[src/rtl/relay_mask_command_controller_top_assert.svh]
// Assertion macros for the relay mask command controller.
// Each macro expects i_clk and i_rst_n in the scope where it is used.
`ifndef RELAY_MASK_COMMAND_CONTROLLER_TOP_ASSERT_SVH
`define RELAY_MASK_COMMAND_CONTROLLER_TOP_ASSERT_SVH

// Consequent must hold in the same cycle as the antecedent.
`define RMCC_ASSERT_SAME(name, ante, cons, msg) \
    name: assert property (@(posedge i_clk) disable iff (!i_rst_n) \
        (ante) |-> (cons)) else $error(msg);

// Consequent must hold in the cycle after the antecedent.
`define RMCC_ASSERT_NEXT(name, ante, cons, msg) \
    name: assert property (@(posedge i_clk) disable iff (!i_rst_n) \
        (ante) |=> (cons)) else $error(msg);

`endif

[src/rtl/rmcc_pkg.sv]
`default_nettype none

package rmcc_pkg;

    // Number of relay outputs that exist; ports beyond it are ignored
    localparam int OUTPUT_COUNT = 8;
    localparam int MASK_WIDTH   = 8;
    localparam int PORT_LIMIT   = (OUTPUT_COUNT < MASK_WIDTH) ? OUTPUT_COUNT : MASK_WIDTH;

    // Register reset values: one hour and fifteen seconds in 5 s ticks
    localparam logic [15:0] LONG_RESET_TICKS_RST = 16'd720;
    localparam logic [7:0]  SAVE_TICKS_RST       = 8'd3;

    // Configuration register indexes
    localparam logic CFG_LONG_RESET_TICKS = 1'b0;
    localparam logic CFG_SAVE_TICKS       = 1'b1;

    // Request kinds
    typedef enum logic [1:0] {
        OP_WRITE  = 2'd0,
        OP_READ   = 2'd1,
        OP_SWITCH = 2'd2,
        OP_TICK   = 2'd3
    } t_op;

    // Command bytes (ASCII)
    localparam logic [7:0] CMD_SET_PORT    = 8'h73; // 's'
    localparam logic [7:0] CMD_LOAD_MASK   = 8'h53; // 'S'
    localparam logic [7:0] CMD_TOGGLE_PORT = 8'h74; // 't'
    localparam logic [7:0] CMD_ALL_OFF     = 8'h66; // 'f'
    localparam logic [7:0] CMD_ALL_ON      = 8'h6E; // 'n'
    localparam logic [7:0] CMD_GET_PORT    = 8'h67; // 'g'
    localparam logic [7:0] CMD_GET_MASK    = 8'h47; // 'G'

    typedef struct packed {
        logic [1:0] operation;
        logic [7:0] command;
        logic [7:0] data;
        logic [2:0] switch_number;
    } t_req;

    typedef struct packed {
        logic [7:0] relay_mask;
        logic [7:0] read_data;
        logic       irq_line;
        logic       save_request;
        logic       long_reset_request;
        logic       command_led;
    } t_rsp;

    // Timer events raised by one tick
    typedef struct packed {
        logic long_fire;
        logic save_fire;
    } t_tick_fire;

    // Mask bit of a 0-based port, zero when the port does not exist
    function automatic logic [7:0] port_bit(logic [7:0] port0);
        logic [7:0] bits;
        bits = 8'd0;
        if (port0 < 8'(PORT_LIMIT)) begin
            bits = 8'd1 << port0[2:0];
        end
        return bits;
    endfunction

endpackage

`default_nettype wire

[src/rtl/rmcc_tick_timer.sv]
`default_nettype none

module rmcc_tick_timer (
    input  wire logic                 i_clk,
    input  wire logic                 i_rst_n,
    input  wire logic                 i_advance,
    input  wire logic [15:0]          i_long_limit,
    input  wire logic [7:0]           i_save_limit,
    output rmcc_pkg::t_tick_fire      o_fire
);

    logic [15:0] r_long_count;
    logic [15:0] n_long_count;
    logic [7:0]  r_save_count;
    logic [7:0]  n_save_count;
    logic [15:0] long_inc;
    logic [7:0]  save_inc;

    // On an advance, increment both counters; each fires and wraps to zero on a match with its limit
    always_comb begin
        long_inc     = r_long_count + 16'd1;
        save_inc     = r_save_count + 8'd1;
        o_fire       = '0;
        n_long_count = r_long_count;
        n_save_count = r_save_count;
        if (i_advance) begin
            if (long_inc == i_long_limit) begin
                o_fire.long_fire = 1'b1;
                n_long_count     = 16'd0;
            end else begin
                n_long_count = long_inc;
            end
            if (save_inc == i_save_limit) begin
                o_fire.save_fire = 1'b1;
                n_save_count     = 8'd0;
            end else begin
                n_save_count = save_inc;
            end
        end
    end

    // Hold counts between ticks
    always_ff @(posedge i_clk) begin
        if (!i_rst_n) begin
            r_long_count <= 16'd0;
            r_save_count <= 8'd0;
        end else begin
            r_long_count <= n_long_count;
            r_save_count <= n_save_count;
        end
    end

endmodule

`default_nettype wire

[src/rtl/relay_mask_command_controller_top.sv]
// Channel   Direction  Handshake                     Payload
// request   in         i_in_valid / o_in_ready       i_in_data  (rmcc_pkg::t_req)
// response  out        o_out_valid / i_out_ready     o_out_data (rmcc_pkg::t_rsp)
// config    in         i_cfg_wr_en                   i_cfg_index, i_cfg_wdata
//
// One request per cycle while the output is not stalled; its response appears
// in the output register in the cycle after acceptance. The state update and
// the decode of one request sit in a single combinational pass ahead of the
// response register. Synchronous active-low reset clears mask, flags, counters
// and loads the default tick limits. A new request is taken whenever the
// response register is empty or drained in the same cycle.
`default_nettype none

module relay_mask_command_controller_top (
    input  wire logic            i_clk,
    input  wire logic            i_rst_n,
    input  wire logic            i_in_valid,
    output      logic            o_in_ready,
    input  wire rmcc_pkg::t_req  i_in_data,
    output      logic            o_out_valid,
    input  wire logic            i_out_ready,
    output      rmcc_pkg::t_rsp  o_out_data,
    input  wire logic            i_cfg_wr_en,
    input  wire logic            i_cfg_index,
    input  wire logic [15:0]     i_cfg_wdata
);

    logic [15:0]          r_long_limit;
    logic [7:0]           r_save_limit;
    logic [7:0]           r_mask;
    logic [7:0]           n_mask;
    logic                 r_save_pending;
    logic                 n_save_pending;
    logic                 r_irq;
    logic                 n_irq;
    logic                 r_out_valid;
    rmcc_pkg::t_rsp       r_out_data;
    rmcc_pkg::t_rsp       n_rsp;
    rmcc_pkg::t_tick_fire tick_fire;
    logic                 accept;
    logic                 tick_accept;
    logic [3:0]           set_port;
    logic [7:0]           set_bit;
    logic [7:0]           toggle_bit;
    logic                 write_accept;
    logic                 write_rsp_ok;
    logic                 tick_rsp_ok;
    logic                 read_rsp_seen;

    assign o_in_ready  = !r_out_valid || i_out_ready;
    assign accept      = i_in_valid && o_in_ready;
    assign tick_accept = accept &&
                         (rmcc_pkg::t_op'(i_in_data.operation) == rmcc_pkg::OP_TICK);
    assign o_out_valid = r_out_valid;
    assign o_out_data  = r_out_data;

    // Tick counters
    rmcc_tick_timer u_tick_timer (
        .i_clk        (i_clk),
        .i_rst_n      (i_rst_n),
        .i_advance    (tick_accept),
        .i_long_limit (r_long_limit),
        .i_save_limit (r_save_limit),
        .o_fire       (tick_fire)
    );

    // Configuration registers
    always_ff @(posedge i_clk) begin
        if (!i_rst_n) begin
            r_long_limit <= rmcc_pkg::LONG_RESET_TICKS_RST;
            r_save_limit <= rmcc_pkg::SAVE_TICKS_RST;
        end else if (i_cfg_wr_en) begin
            if (i_cfg_index == rmcc_pkg::CFG_LONG_RESET_TICKS) begin
                r_long_limit <= i_cfg_wdata;
            end else begin
                r_save_limit <= i_cfg_wdata[7:0];
            end
        end
    end

    // Decode one request and compute next state and response
    always_comb begin
        set_port       = i_in_data.data[3:0];
        set_bit        = (set_port != 4'd0) ?
                         rmcc_pkg::port_bit({4'd0, set_port} - 8'd1) : 8'd0;
        toggle_bit     = (i_in_data.data != 8'd0) ?
                         rmcc_pkg::port_bit(i_in_data.data - 8'd1) : 8'd0;
        n_mask         = r_mask;
        n_save_pending = r_save_pending;
        n_irq          = r_irq;
        n_rsp          = '0;
        unique case (rmcc_pkg::t_op'(i_in_data.operation))
            rmcc_pkg::OP_WRITE: begin
                unique case (i_in_data.command)
                    rmcc_pkg::CMD_SET_PORT: begin
                        if (i_in_data.data[7:4] != 4'd0) begin
                            n_mask = r_mask | set_bit;
                        end else begin
                            n_mask = r_mask & ~set_bit;
                        end
                    end
                    rmcc_pkg::CMD_TOGGLE_PORT: n_mask = r_mask ^ toggle_bit;
                    rmcc_pkg::CMD_LOAD_MASK:   n_mask = i_in_data.data;
                    rmcc_pkg::CMD_ALL_ON:      n_mask = 8'hFF;
                    rmcc_pkg::CMD_ALL_OFF:     n_mask = 8'h00;
                    default:                   n_mask = r_mask;
                endcase
                n_save_pending    = 1'b1;
                n_rsp.command_led = 1'b1;
            end
            rmcc_pkg::OP_READ: begin
                unique case (i_in_data.command)
                    rmcc_pkg::CMD_GET_PORT: begin
                        n_rsp.read_data = ((r_mask & rmcc_pkg::port_bit(i_in_data.data))
                                           != 8'd0) ? 8'hFF : 8'h00;
                    end
                    rmcc_pkg::CMD_GET_MASK: n_rsp.read_data = r_mask;
                    default:                n_rsp.read_data = 8'h00;
                endcase
                n_irq = 1'b0;
            end
            rmcc_pkg::OP_SWITCH: begin
                n_mask         = r_mask ^ rmcc_pkg::port_bit({5'd0, i_in_data.switch_number});
                n_save_pending = 1'b1;
                n_irq          = 1'b1;
            end
            rmcc_pkg::OP_TICK: begin
                n_rsp.long_reset_request = tick_fire.long_fire;
                if (tick_fire.save_fire) begin
                    n_rsp.save_request = r_save_pending;
                    n_save_pending     = 1'b0;
                end
            end
            default: begin
                n_mask = r_mask;
            end
        endcase
        n_rsp.relay_mask = n_mask;
        n_rsp.irq_line   = n_irq;
    end

    // Advance state on accept
    always_ff @(posedge i_clk) begin
        if (!i_rst_n) begin
            r_mask         <= 8'd0;
            r_save_pending <= 1'b0;
            r_irq          <= 1'b0;
        end else if (accept) begin
            r_mask         <= n_mask;
            r_save_pending <= n_save_pending;
            r_irq          <= n_irq;
        end
    end

    // Response register: load on accept, drop when taken
    always_ff @(posedge i_clk) begin
        if (!i_rst_n) begin
            r_out_valid <= 1'b0;
        end else if (accept) begin
            r_out_valid <= 1'b1;
        end else if (i_out_ready) begin
            r_out_valid <= 1'b0;
        end
    end

    always_ff @(posedge i_clk) begin
        if (accept) begin
            r_out_data <= n_rsp;
        end
    end

    // Terms watched by the checks below
    assign write_accept  = accept &&
                           (rmcc_pkg::t_op'(i_in_data.operation) == rmcc_pkg::OP_WRITE);
    assign write_rsp_ok  = o_out_valid && o_out_data.command_led &&
                           (o_out_data.read_data == 8'd0);
    assign tick_rsp_ok   = o_out_valid && !o_out_data.command_led &&
                           (o_out_data.read_data == 8'd0);
    assign read_rsp_seen = o_out_valid && (o_out_data.read_data != 8'd0);

`include "relay_mask_command_controller_top_assert.svh"

    `RMCC_ASSERT_NEXT(a_write_lights_led, write_accept, write_rsp_ok, "write must light LED")
    `RMCC_ASSERT_NEXT(a_tick_no_led, tick_accept, tick_rsp_ok, "tick must not light LED")
    `RMCC_ASSERT_SAME(a_read_releases_irq, read_rsp_seen, !o_out_data.irq_line, "read drops irq")

endmodule

`default_nettype wire
[config.mk]
export PLATFORM = sky130hd
export DESIGN_NAME = relay_mask_command_controller_top
export DESIGN_NICKNAME = d
export VERILOG_FILES = /design/src/rtl/rmcc_pkg.sv /design/src/rtl/rmcc_tick_timer.sv /design/src/rtl/relay_mask_command_controller_top.sv
export VERILOG_INCLUDE_DIRS = /design/src /design/src/rtl
export SDC_FILE = /design/constraint.sdc
export NUM_CORES = 1
export LEC_CHECK = 0
export BUFFER_PORTS_ARGS = -buffer_cell sky130_fd_sc_hd__buf_2
export CAP_MARGIN = 25
export CORE_UTILIZATION = 53
export CTS_BUF_LIST = sky130_fd_sc_hd__clkbuf_16
export CTS_CLUSTER_DIAMETER = 150
export DETAILED_ROUTE_END_ITERATION = 8
export GPL_TIMING_DRIVEN = 0
export PLACE_DENSITY = 0.77
export SYNTH_ARGS = -nofsm -noshare
export SYNTH_HDL_FRONTEND = slang
export SYNTH_SLANG_ARGS = --single-unit
export TNS_END_PERCENT = 30
[constraint.sdc]
create_clock -name i_clk -period 2.6 [get_ports i_clk]
set_clock_uncertainty 0.2 [all_clocks]
set_input_delay 0.52 -clock i_clk [delete_from_list [all_inputs] [get_ports i_clk]]
set_output_delay 0.52 -clock i_clk [all_outputs]
set_load 0.005 [all_outputs]
==> results.md, run 1 <==
* Outcome: complete, but fails checks
* Failing checks: negative setup slack
* Final instance area at 6150 sq um
* NumNets Final at 778
* Synth Register Bits at 79
* Final Setup Violations at 1
* Die ar. at 9920 sq um
* Post-DRT Antenna Nets at 0
* DR pass1 iterations at 5
* I/O pin count at 65
* Yosys cell types at 68
* Peak supply drop at 335 uV
* Max Cap Viol at 0
* Total routed wirelength at 14,000 um
* Netlist area before placement at 5050 sq um
* Maximum clock rate at 0.383 GHz
* Post-Synth Adder-Cell Area at 1.98%
* Initial Util at 54.6%
* Cell Chain, Critical Path: buf_2 -> clkbuf_8 -> nor2_4 -> ha_4 -> or4_1 -> or3_1 -> o221ai_1 -> a21oi_2 -> a222oi_1 -> nor2_1
* Worst r2r src: r_mask[6]$_SDFFE_PN0P_
* Cells after Synth at 643
* LEAKAGE at 0.00223 uW
* Tmin final at 2.61 ns
* Yosys warns at 0
* Post-synth EDFFs at 20
* Simple-Gate Fraction of Synth Area at 29.9%
* Top cell family by delay on the critical path: simple AND/OR/NAND/NOR gates
* CTS Buf Count at 9
* Initial antenna violation count at 0
* Relative slew slack at 55.9%
* Largest net degree at the start of global routing at 21
* Core footprint at 9240 sq um
* RD Place Congestion at 0.937
* Global Route met1 Usage at 38.0%
* DRC Markers at 0
* Worst slew pin tran at 0.661 ns
* Max Fanout on Critical Path at 10
* Synth Area in XOR/XNOR at 6.20%
* Top_reg_cell synth: dfxtp_1
* Worst Setup Start Kind: input pin
* CTS sink count at 79
* CP Depth at 10
* Most frequent cells in the layout: nand2_1, buf_2, dfxtp_1, a21oi_1, nor2_1
* Die H at 99.6 um
* Main combinational cell family by area after synthesis: simple AND/OR/NAND/NOR gates
* Met3 usage at 4.78%
* Total number of vias at 5,215
* FF-to-FF setup slack at 0.08 ns
* Worst EP required at 2.61 ns
* Reg2Reg Depth at 7
* GRT overflow at 0
* Grt met2 use at 44.1%
* DR iter-0 viols at 475
* Worst skew pair latency at 0.34 ns
* Most common cell after layout, fill and taps aside: nand2_1
* GR peak layer: met2
* Post-synthesis compound-gate area fraction at 20.7%
* Global-route wire length before repair at 22,200 um
* Root Driver: clkbuf_16
* Syn Area/Cell at 7.85 sq um
* Critical path class: input pin to flop
* Vias per cell at 6.06
* Number of port buffers at 62
* Die width at 99.6 um
* CTS max path bufs at 2
* Syn Nets at 694
* Slew Viols, Final at 0
* Tot GR Track Use at 27.8%
* Unrepaired setup endpoints after global routing: yes
* Area post-placement at 5600 sq um
* Crit path largest cell delay at 0.49 ns
* H-tree depth at 3
* Syn-to-layout area delta at 21.7%
* Routed WL per cell at 16.3 um
* Asr flop ratio synth at 0%
* Final Total Pwr at 2990 uW
* Hold Startpoint: i_cfg_wdata[9]
* Setup WS post-layout at -0.0102 ns
* Vias in the first global route at 4,771
* Fraction of layout cells with a size suffix above 1 at 20.6%
* Antenna cells at 0
* Critical Path End Type: flop
* Tcrit/Tclk final at 100%
* Hold slack at 0.206 ns
* Clk pin slew, worst setup/hold paths at 0.06 ns
* CP startpoint: i_in_data[4]
* Sequential area share after synthesis at 35.3%
* Placement Setup Slack at -0.373 ns
* Crit path buf inv count at 2
* Post-detail-place hpwl at 9920 um
* TritonCTS clock tree: yes
* Crit-path slowest cell: or4_1
* Mux contribution to synthesized area at 0.446%
* # rows at 35
* Cell area power density at 486 nW/um^2
* Critical Path AT at 2.62 ns
* Reg-to-Reg End: o_out_data[5]$_SDFFCE_PP0P_
* Setup crit end: r_mask[7]$_SDFFE_PN0P_
* Hold crit path type: input pin to flop
* Final Hold Fails at 0
[stage by stage]
stage / setup TNS [ns] / std cells / util, %
floorplan: -0.0878 / 643 / -
global placement: -5.24 / 834 / 60.4
detailed placement: -8.68 / 835 / 60.6
CTS: -0.00470 / 851 / 64.1
global route: -0.285 / 861 / 66.5
finish: -0.0102 / 861 / 66.5
[cell families (layout without fill, tap and decap cells)]
kind of cell,Yosys count,count (layout)
fa+ha+maj,8,8
buf+inv,66,155
simple gates,294,294
compound gates,160,160
mux,2,2
xor+xnor,34,34
flops,79,79
[synthesized netlist by cell type (all sizes together) (4+ instances only)]
cell type	number	share of area [%]
a211o	5	0.87
a21boi	9	1.3
a21oi	47	4.7
a31oi	23	3.0
and2	6	0.74
and3	10	1.2
buf	15	1.6
clkbuf	37	2.8
dfxtp	59	23
edfxtp	20	12
ha	8	2.0
inv	14	1.0
nand2	114	8.5
nand2b	10	1.2
nand3	33	3.5
nand3b	7	1.0
nand4	10	1.2
nand4b	5	0.87
nor2	36	2.7
nor2b	8	0.99
nor3	21	2.1
nor3b	5	0.84
nor4	9	1.7
o2111ai	4	0.69
o21ai	37	3.8
o31ai	7	1.0
or3	5	0.72
or4	6	0.89
xnor2	25	4.3
xor2	8	1.4
[flip-flops by register name, indices dropped and copies added (netlist names)]
name                       count
u_tick_timer.r_save_count      8
u_tick_timer.r_long_count     16
r_long_limit                  16
r_irq                          1
o_out_valid                    1
r_mask                         8
o_out_data                    20
r_save_limit                   8
r_save_pending                 1
[worst reg2reg max path: cells and delay by family, from the launching register on]
kind / cells / cell delay (ns)
compound gates: 4 / 0.76
simple gates: 1 / 0.58
buf+inv: 2 / 0.51
flops: 1 / 0.30
[layer usage]
metal  wire length (um)  vias up
li1                   -     2490
met1               5950     2400
met2               6420      283
met3               1300       42
met4                321        0
met5                  0        -
[cell type report]
type | count | area [sq um]
multi-input combinational | 498 | 3140
fill | 767 | 3090
sequential | 79 | 1790
timing repair buffer | 76 | 438
buffer | 49 | 275
clock buffer | 9 | 225
tap | 129 | 161
clock inverter | 7 | 60.1
inverter | 14 | 52.6
[report_power, final]
part | switching, uW | internal (uW) | leakage (uW)
sequential | 37.1 | 1320 | 0.000685
combinational | 256 | 174 | 0.00141
clock | 541 | 665 | 0.000139
total | 834 | 2150 | 0.00223
[how the worst min path moves through the flow]
stage | slack, ns | to | cells past startpoint
3_3_place_gp | 0.24 | r_irq$_SDFFE_PN0P_ | 2
5_1_grt | 0.21 | r_long_limit[9]$_SDFFE_PN1P_ | 3
2_1_floorplan | 0.23 | r_irq$_SDFFE_PN0P_ | 2
3_5_place_dp | 0.25 | r_irq$_SDFFE_PN0P_ | 2
4_1_cts | 0.20 | r_long_limit[9]$_SDFFE_PN1P_ | 3
6_report | 0.21 | r_long_limit[9]$_SDFFE_PN1P_ | 3
[repair_timing]
item	in CTS	in global routing
gates cloned	0	2
pin swaps	0	13
hold buffers	0	0
setup endpoints to repair	20	45
resized for setup	10	35
buffers inserted	0	11
Note: power is estimated with default switching activity, not from simulation.
==> run 2, diff against run 1 <==
- CORE_MARGIN: unset -> 2
- CORE_UTILIZATION: 53 -> 55
- GPL_TIMING_DRIVEN: 0 -> unset
- PLACE_DENSITY: 0.77 -> 0.76
- clock period: 2.6 -> 2.5 ns (I/O delays scaled with it)
==> results.md, run 2 (synthesis gave the netlist of run 1 again) <==
* Max Cap Viol at 0 (unchanged)
* Total number of vias at 5,246 (+0.59%)
* Core footprint at 8810 sq um (-4.7%)
* Critical path class: flop to flop
* Setup WS post-layout at 0.0711 ns (+0.0813 ns)
* Slew Viols, Final at 0 (unchanged)
* Vias per cell at 6.11 (+0.95%)
* Clk pin slew, worst setup/hold paths at 0.06 ns (about the same)
* LEAKAGE at 0.00237 uW (+6.3%)
* GR peak layer: met2
* Placement Setup Slack at -0.181 ns (+0.191 ns)
* Total routed wirelength at 13,700 um (-1.8%)
* Syn-to-layout area delta at 23.4%
* Post-detail-place hpwl at 10000 um (+0.75%)
* TritonCTS clock tree: yes
* Maximum clock rate at 0.412 GHz
* Post-DRT Antenna Nets at 0 (unchanged)
* Fraction of layout cells with a size suffix above 1 at 25.7% (+5.1 points)
* Grt met2 use at 44.9% (+0.73 points)
* Hold crit path type: input pin to flop
* Worst r2r src: u_tick_timer.r_long_count[0]$_SDFFE_PN0P_
* Critical Path AT at 2.49 ns (-0.13 ns)
* Worst Setup Start Kind: flop
* CTS sink count at 79 (unchanged)
* Peak supply drop at 321 uV (-4.3%)
* Global Route met1 Usage at 38.7% (+0.75 points)
* Die width at 99.8 um (+0.21%)
* Root Driver: clkbuf_16
* Largest net degree at the start of global routing at 33 (+57%)
* WHS Endpoint: r_long_limit[9]$_SDFFE_PN1P_
* I/O pin count at 65 (unchanged)
* DRC Markers at 0 (unchanged)
* Initial Util at 57.3% (+2.7 points)
* Vias in the first global route at 4,852 (+1.7%)
* Routed WL per cell at 16.0 um (-1.5%)
* Reg2Reg Depth at 10 (+3)
* NumNets Final at 796 (+2.3%)
* GRT overflow at 0 (unchanged)
* H-tree depth at 3 (unchanged)
* Hold Startpoint: i_cfg_wdata[9]
* CTS max path bufs at 2 (unchanged)
* RD Place Congestion at 0.937 (about the same)
* Worst hold path cell count at 3 (unchanged)
* Final Hold Fails at 0 (unchanged)
* Met3 usage at 5.64% (+0.86 points)
* Worst skew pair latency at 0.34 ns (about the same)
* Relative slew slack at 62.2% (+6.3 points)
* Initial antenna violation count at 0 (unchanged)
* Die ar. at 9960 sq um (+0.42%)
* Antenna cells at 0 (unchanged)
* Tmin final at 2.43 ns
* Global-route wire length before repair at 22,600 um (+1.7%)
* Unrepaired setup endpoints after global routing: yes
* Most common cell after layout, fill and taps aside: nand2_1
* Post-CTS Hold Buffers at 0 (unchanged)
* Die H at 99.8 um (+0.21%)
* Tot GR Track Use at 28.0% (+0.18 points)
* Largest register FFs at 20 (unchanged)
* DR pass1 iterations at 5 (unchanged)
* Max Fanout on Critical Path at 10 (unchanged)
* Final Setup Violations at 0 (-1)
* DR iter-0 viols at 382 (-20%)
* Outcome: finished, final reports clean
* Number of port buffers at 64 (+3.2%)
* Most frequent cells in the layout: nand2_1, buf_4, buf_2, dfxtp_1, a21oi_1
* Worst EP required at 2.56 ns (-0.05 ns)
* CTS Buf Count at 9 (unchanged)
* # rows at 34 (-2.9%)
* Critical Path End Type: flop
* FF-to-FF setup slack at 0.07 ns (about the same)
* Reg-to-Reg End: u_tick_timer.r_long_count[13]$_SDFFE_PN0P_
* Worst slew pin tran at 0.567 ns (-0.0941 ns)
* Cell area power density at 501 nW/um^2 (+3.0%)
* Final Core Density at 70.8% (+4.2 points)
* Tcrit/Tclk final at 97.2%
[run 2: layer usage]
metal  vias to the layer above  wire length, um  share of wire (%)
met5                         -                0                  0
met3                        27             1110                8.1
met2                       216             6400                 47
li1                       2512                -                  -
met1                      2491             6030                 44
met4                         0              194                1.4
[run 2: area by class of cell]
class                           count  area, sq um
Clock buffer                        9          225
Clock inverter                      7         51.3
Fill cell                         693         2570
Inverter                           14         52.6
Multi-Input combinational cell    498         3050
Sequential cell                    79         1790
Tap cell                          108          135
Timing Repair Buffer              143          927
[run 2: timing repair]
action,4_1_cts,5_1_grt
pin swaps,0,3
buffers inserted,0,3
gates cloned,0,1
setup endpoints to repair,2,26
resized for setup,2,16
[run 2: worst max path at each step]
stage,start,endpoint,slack [ns],cells after the start
final,u_tick_timer.r_long_count[0]$_SDFFE_PN0P_,u_tick_timer.r_long_count[13]$_SDFFE_PN0P_,0.07,10
after global routing,u_tick_timer.r_long_count[0]$_SDFFE_PN0P_,u_tick_timer.r_long_count[13]$_SDFFE_PN0P_,-0.03,10
after global placement,i_in_data[3],r_mask[7]$_SDFFE_PN0P_,-0.15,9
after floorplan,i_in_data[3],r_mask[7]$_SDFFE_PN0P_,-0.11,9
after CTS,u_tick_timer.r_long_count[0]$_SDFFE_PN0P_,u_tick_timer.r_long_count[13]$_SDFFE_PN0P_,0.02,9
after detailed placement,i_in_data[9],r_mask[6]$_SDFFE_PN0P_,-0.18,8
[run 2: worst max-delay path, cell delays in order, from the launching register on]
cell       delay (ns)
dfxtp_2          0.34
ha_1             0.22
buf_4            0.16
and2_1           0.17
a211o_1          0.30
a31oi_2          0.24
a2111oi_4        0.05
nand4_1          0.17
buf_6            0.18
nand3b_1         0.11
a31oi_1          0.20
[run 2: power breakdown]
part | switching (uW) | internal (uW)
Combinational | 254 | 207
Sequential | 49.1 | 1370
Clock | 558 | 683
Total | 861 | 2260
[run 2: stage by stage]
stage / hold slack, ns / cells / power, uW / area (sq um) / TNS (ns)
5_1_grt: 0.172 / 858 / 3250 / 6230 / -0.0421
6_report: 0.169 / 858 / 3120 / 6230 / 0
3_5_place_dp: 0.266 / 838 / 1890 / 5880 / -2.75
2_1_floorplan: 0.234 / 643 / 1700 / 5110 / -0.408
3_3_place_gp: 0.240 / 838 / 1880 / 5880 / -2.13
4_1_cts: 0.163 / 854 / 3130 / 6160 / 0
==> run 3, diff against run 2 <==
- clock period: 2.5 -> 2.9 ns (I/O delays scaled with it)
==> results.md, run 3 (synthesis gave the netlist of run 1 again) <==
* I/O pin count at 65 (unchanged)
* NumNets Final at 738 (-7.3%)
* # rows at 34 (unchanged)
* Post-detail-place hpwl at 9550 um (-4.5%)
* Root Driver: clkbuf_16
* Final Setup Violations at 0 (unchanged)
* Top cell family by delay on the critical path: simple AND/OR/NAND/NOR gates
* DR iter-0 viols at 341 (-11%)
* Relative slew slack at 36.7% (-25 points)
* Critical Path AT at 2.66 ns (+0.17 ns)
* Max Cap Viol at 0 (unchanged)
* Worst skew pair latency at 0.33 ns (about the same)
* Final Total Pwr at 2680 uW (-14%)
* Most frequent cells in the layout: nand2_1, buf_2, dfxtp_1, a21oi_1, nor2_1
* CTS max path bufs at 2 (unchanged)
* Core footprint at 8810 sq um (unchanged)
* Post-CTS setup buffers at 0 (unchanged)
* Cell area power density at 466 nW/um^2 (-6.9%)
* LEAKAGE at 0.00208 uW (-12%)
* Critical path class: flop to flop
* Max Fanout on Critical Path at 21 (+11)
* Tcrit/Tclk final at 92.4% (-4.7 points)
* Largest net degree at the start of global routing at 37 (+12%)
* CTS Buf Count at 9 (unchanged)
* Initial Util at 57.3% (unchanged)
* Total number of vias at 4,917 (-6.3%)
* Critical Path End Type: flop
* DRC Markers at 0 (unchanged)
* TritonCTS clock tree: yes
* Die ar. at 9960 sq um (unchanged)
* Post-CTS sizing at 0 (-2)
* Routed WL per cell at 16.7 um (+4.3%)
* H-tree depth at 3 (unchanged)
* Initial antenna violation count at 0 (unchanged)
* Post-CTS Hold Buffers at 0 (unchanged)
* Tot GR Track Use at 27.3% (-0.74 points)
* Crit path largest cell delay at 0.49 ns (+0.15 ns)
* Outcome: finished, final reports clean
* Hold slack at 0.261 ns (+0.0916 ns)
* Fill count at 764 (+10%)
* Vias per cell at 6.15 (+0.65%)
* Final Hold Fails at 0 (unchanged)
* Hold crit path type: flop to flop
* Cell Chain, Critical Path: and2_1 -> nand2_2 -> or3_4 -> a2111oi_4 -> nand4_1 -> buf_4 -> o311ai_0 -> a31oi_1
* Largest register FFs at 20 (unchanged)
* Clk pin slew, worst setup/hold paths at 0.06 ns (about the same)
* Syn-to-layout area delta at 13.6%
* Fraction of layout cells with a size suffix above 1 at 17.2% (-8.5 points)
* CTS sink count at 79 (unchanged)
* Worst slew pin tran at 0.947 ns (+0.380 ns)
* Total routed wirelength at 13,300 um (-2.9%)
* Worst Setup Start Kind: flop
* Crit-path slowest cell: dfxtp_1
* Unrepaired setup endpoints after global routing: no
* Maximum clock rate at 0.373 GHz (-9.4%)
* Die H at 99.8 um (unchanged)
* Post-DRT Antenna Nets at 0 (unchanged)
* GRT overflow at 0 (unchanged)
* Final Core Density at 65.1% (-5.6 points)
* RD Place Congestion at 0.945 (+0.83%)
* Worst EP required at 2.88 ns (+0.32 ns)
* Die width at 99.8 um (unchanged)
* Slew Viols, Final at 0 (unchanged)
* Vias in the first global route at 4,604 (-5.1%)
* Most common cell after layout, fill and taps aside: nand2_1
* DR pass1 iterations at 6 (+1)
* Global-route wire length before repair at 22,000 um (-2.7%)
* Number of port buffers at 64 (unchanged)
* Crit path buf inv count at 1 (-1)
* Peak supply drop at 279 uV (-13%)
* Antenna cells at 0 (unchanged)
* Tmin final at 2.68 ns (+0.251 ns)
## run 3: worst paths after layout
| check | slack (ns) | to | startpoint | cells past startpoint |
|---|---|---|---|---|
| min reg2reg | 0.26 | r_irq$_SDFFE_PN0P_ | r_irq$_SDFFE_PN0P_ | 2 |
| max reg2reg | 0.22 | u_tick_timer.r_long_count[12]$_SDFFE_PN0P_ | u_tick_timer.r_long_count[2]$_SDFFE_PN0P_ | 8 |
| max | 0.22 | u_tick_timer.r_long_count[12]$_SDFFE_PN0P_ | u_tick_timer.r_long_count[2]$_SDFFE_PN0P_ | 8 |
| min | 0.26 | r_irq$_SDFFE_PN0P_ | r_irq$_SDFFE_PN0P_ | 2 |
## run 3: layout make-up
| type | instances | area, sq um | area share, % |
|---|---|---|---|
| tap | 108 | 135 | 2.36 |
| inverter | 14 | 52.6 | 0.916 |
| sequential | 79 | 1780 | 31.1 |
| timing repair buffer | 85 | 478 | 8.33 |
| multi-input combinational | 498 | 3000 | 52.2 |
| clock inverter | 4 | 18.8 | 0.327 |
| clock buffer | 11 | 275 | 4.80 |
## run 3: where the power goes
| group | total (uW) | internal (uW) | switching, uW |
|---|---|---|---|
| clock | 1100 | 670 | 433 |
| sequential | 1230 | 1180 | 49.0 |
| combinational | 343 | 143 | 200 |
| total | 2680 | 1990 | 681 |
## run 3: metal layers
metal,global-route usage [%],part of all wire [%]
met5,0,0
met4,6.22,1.0
met3,4.74,7.0
met2,44.8,47
met1,37.9,45
## run 3: worst register-to-register path, delay by kind of cell (launching register included)
kind                   cells  cell delay, ns
AO/OA/AOI/OAI              3            0.56
buffers and inverters      1            0.24
flip-flops                 1            0.49
AND/OR/NAND/NOR            4            1.04
## run 3: metrics by stage
step	instances	area (sq um)	worst slack [ns]	setup TNS [ns]
finish	799	5740	0.220	0
global route	799	5740	0.0230	0
detailed placement	784	5440	-0.0272	-0.0272
CTS	799	5730	0.188	0
global placement	784	5440	0.0456	0
floorplan	643	5050	0.0859	0
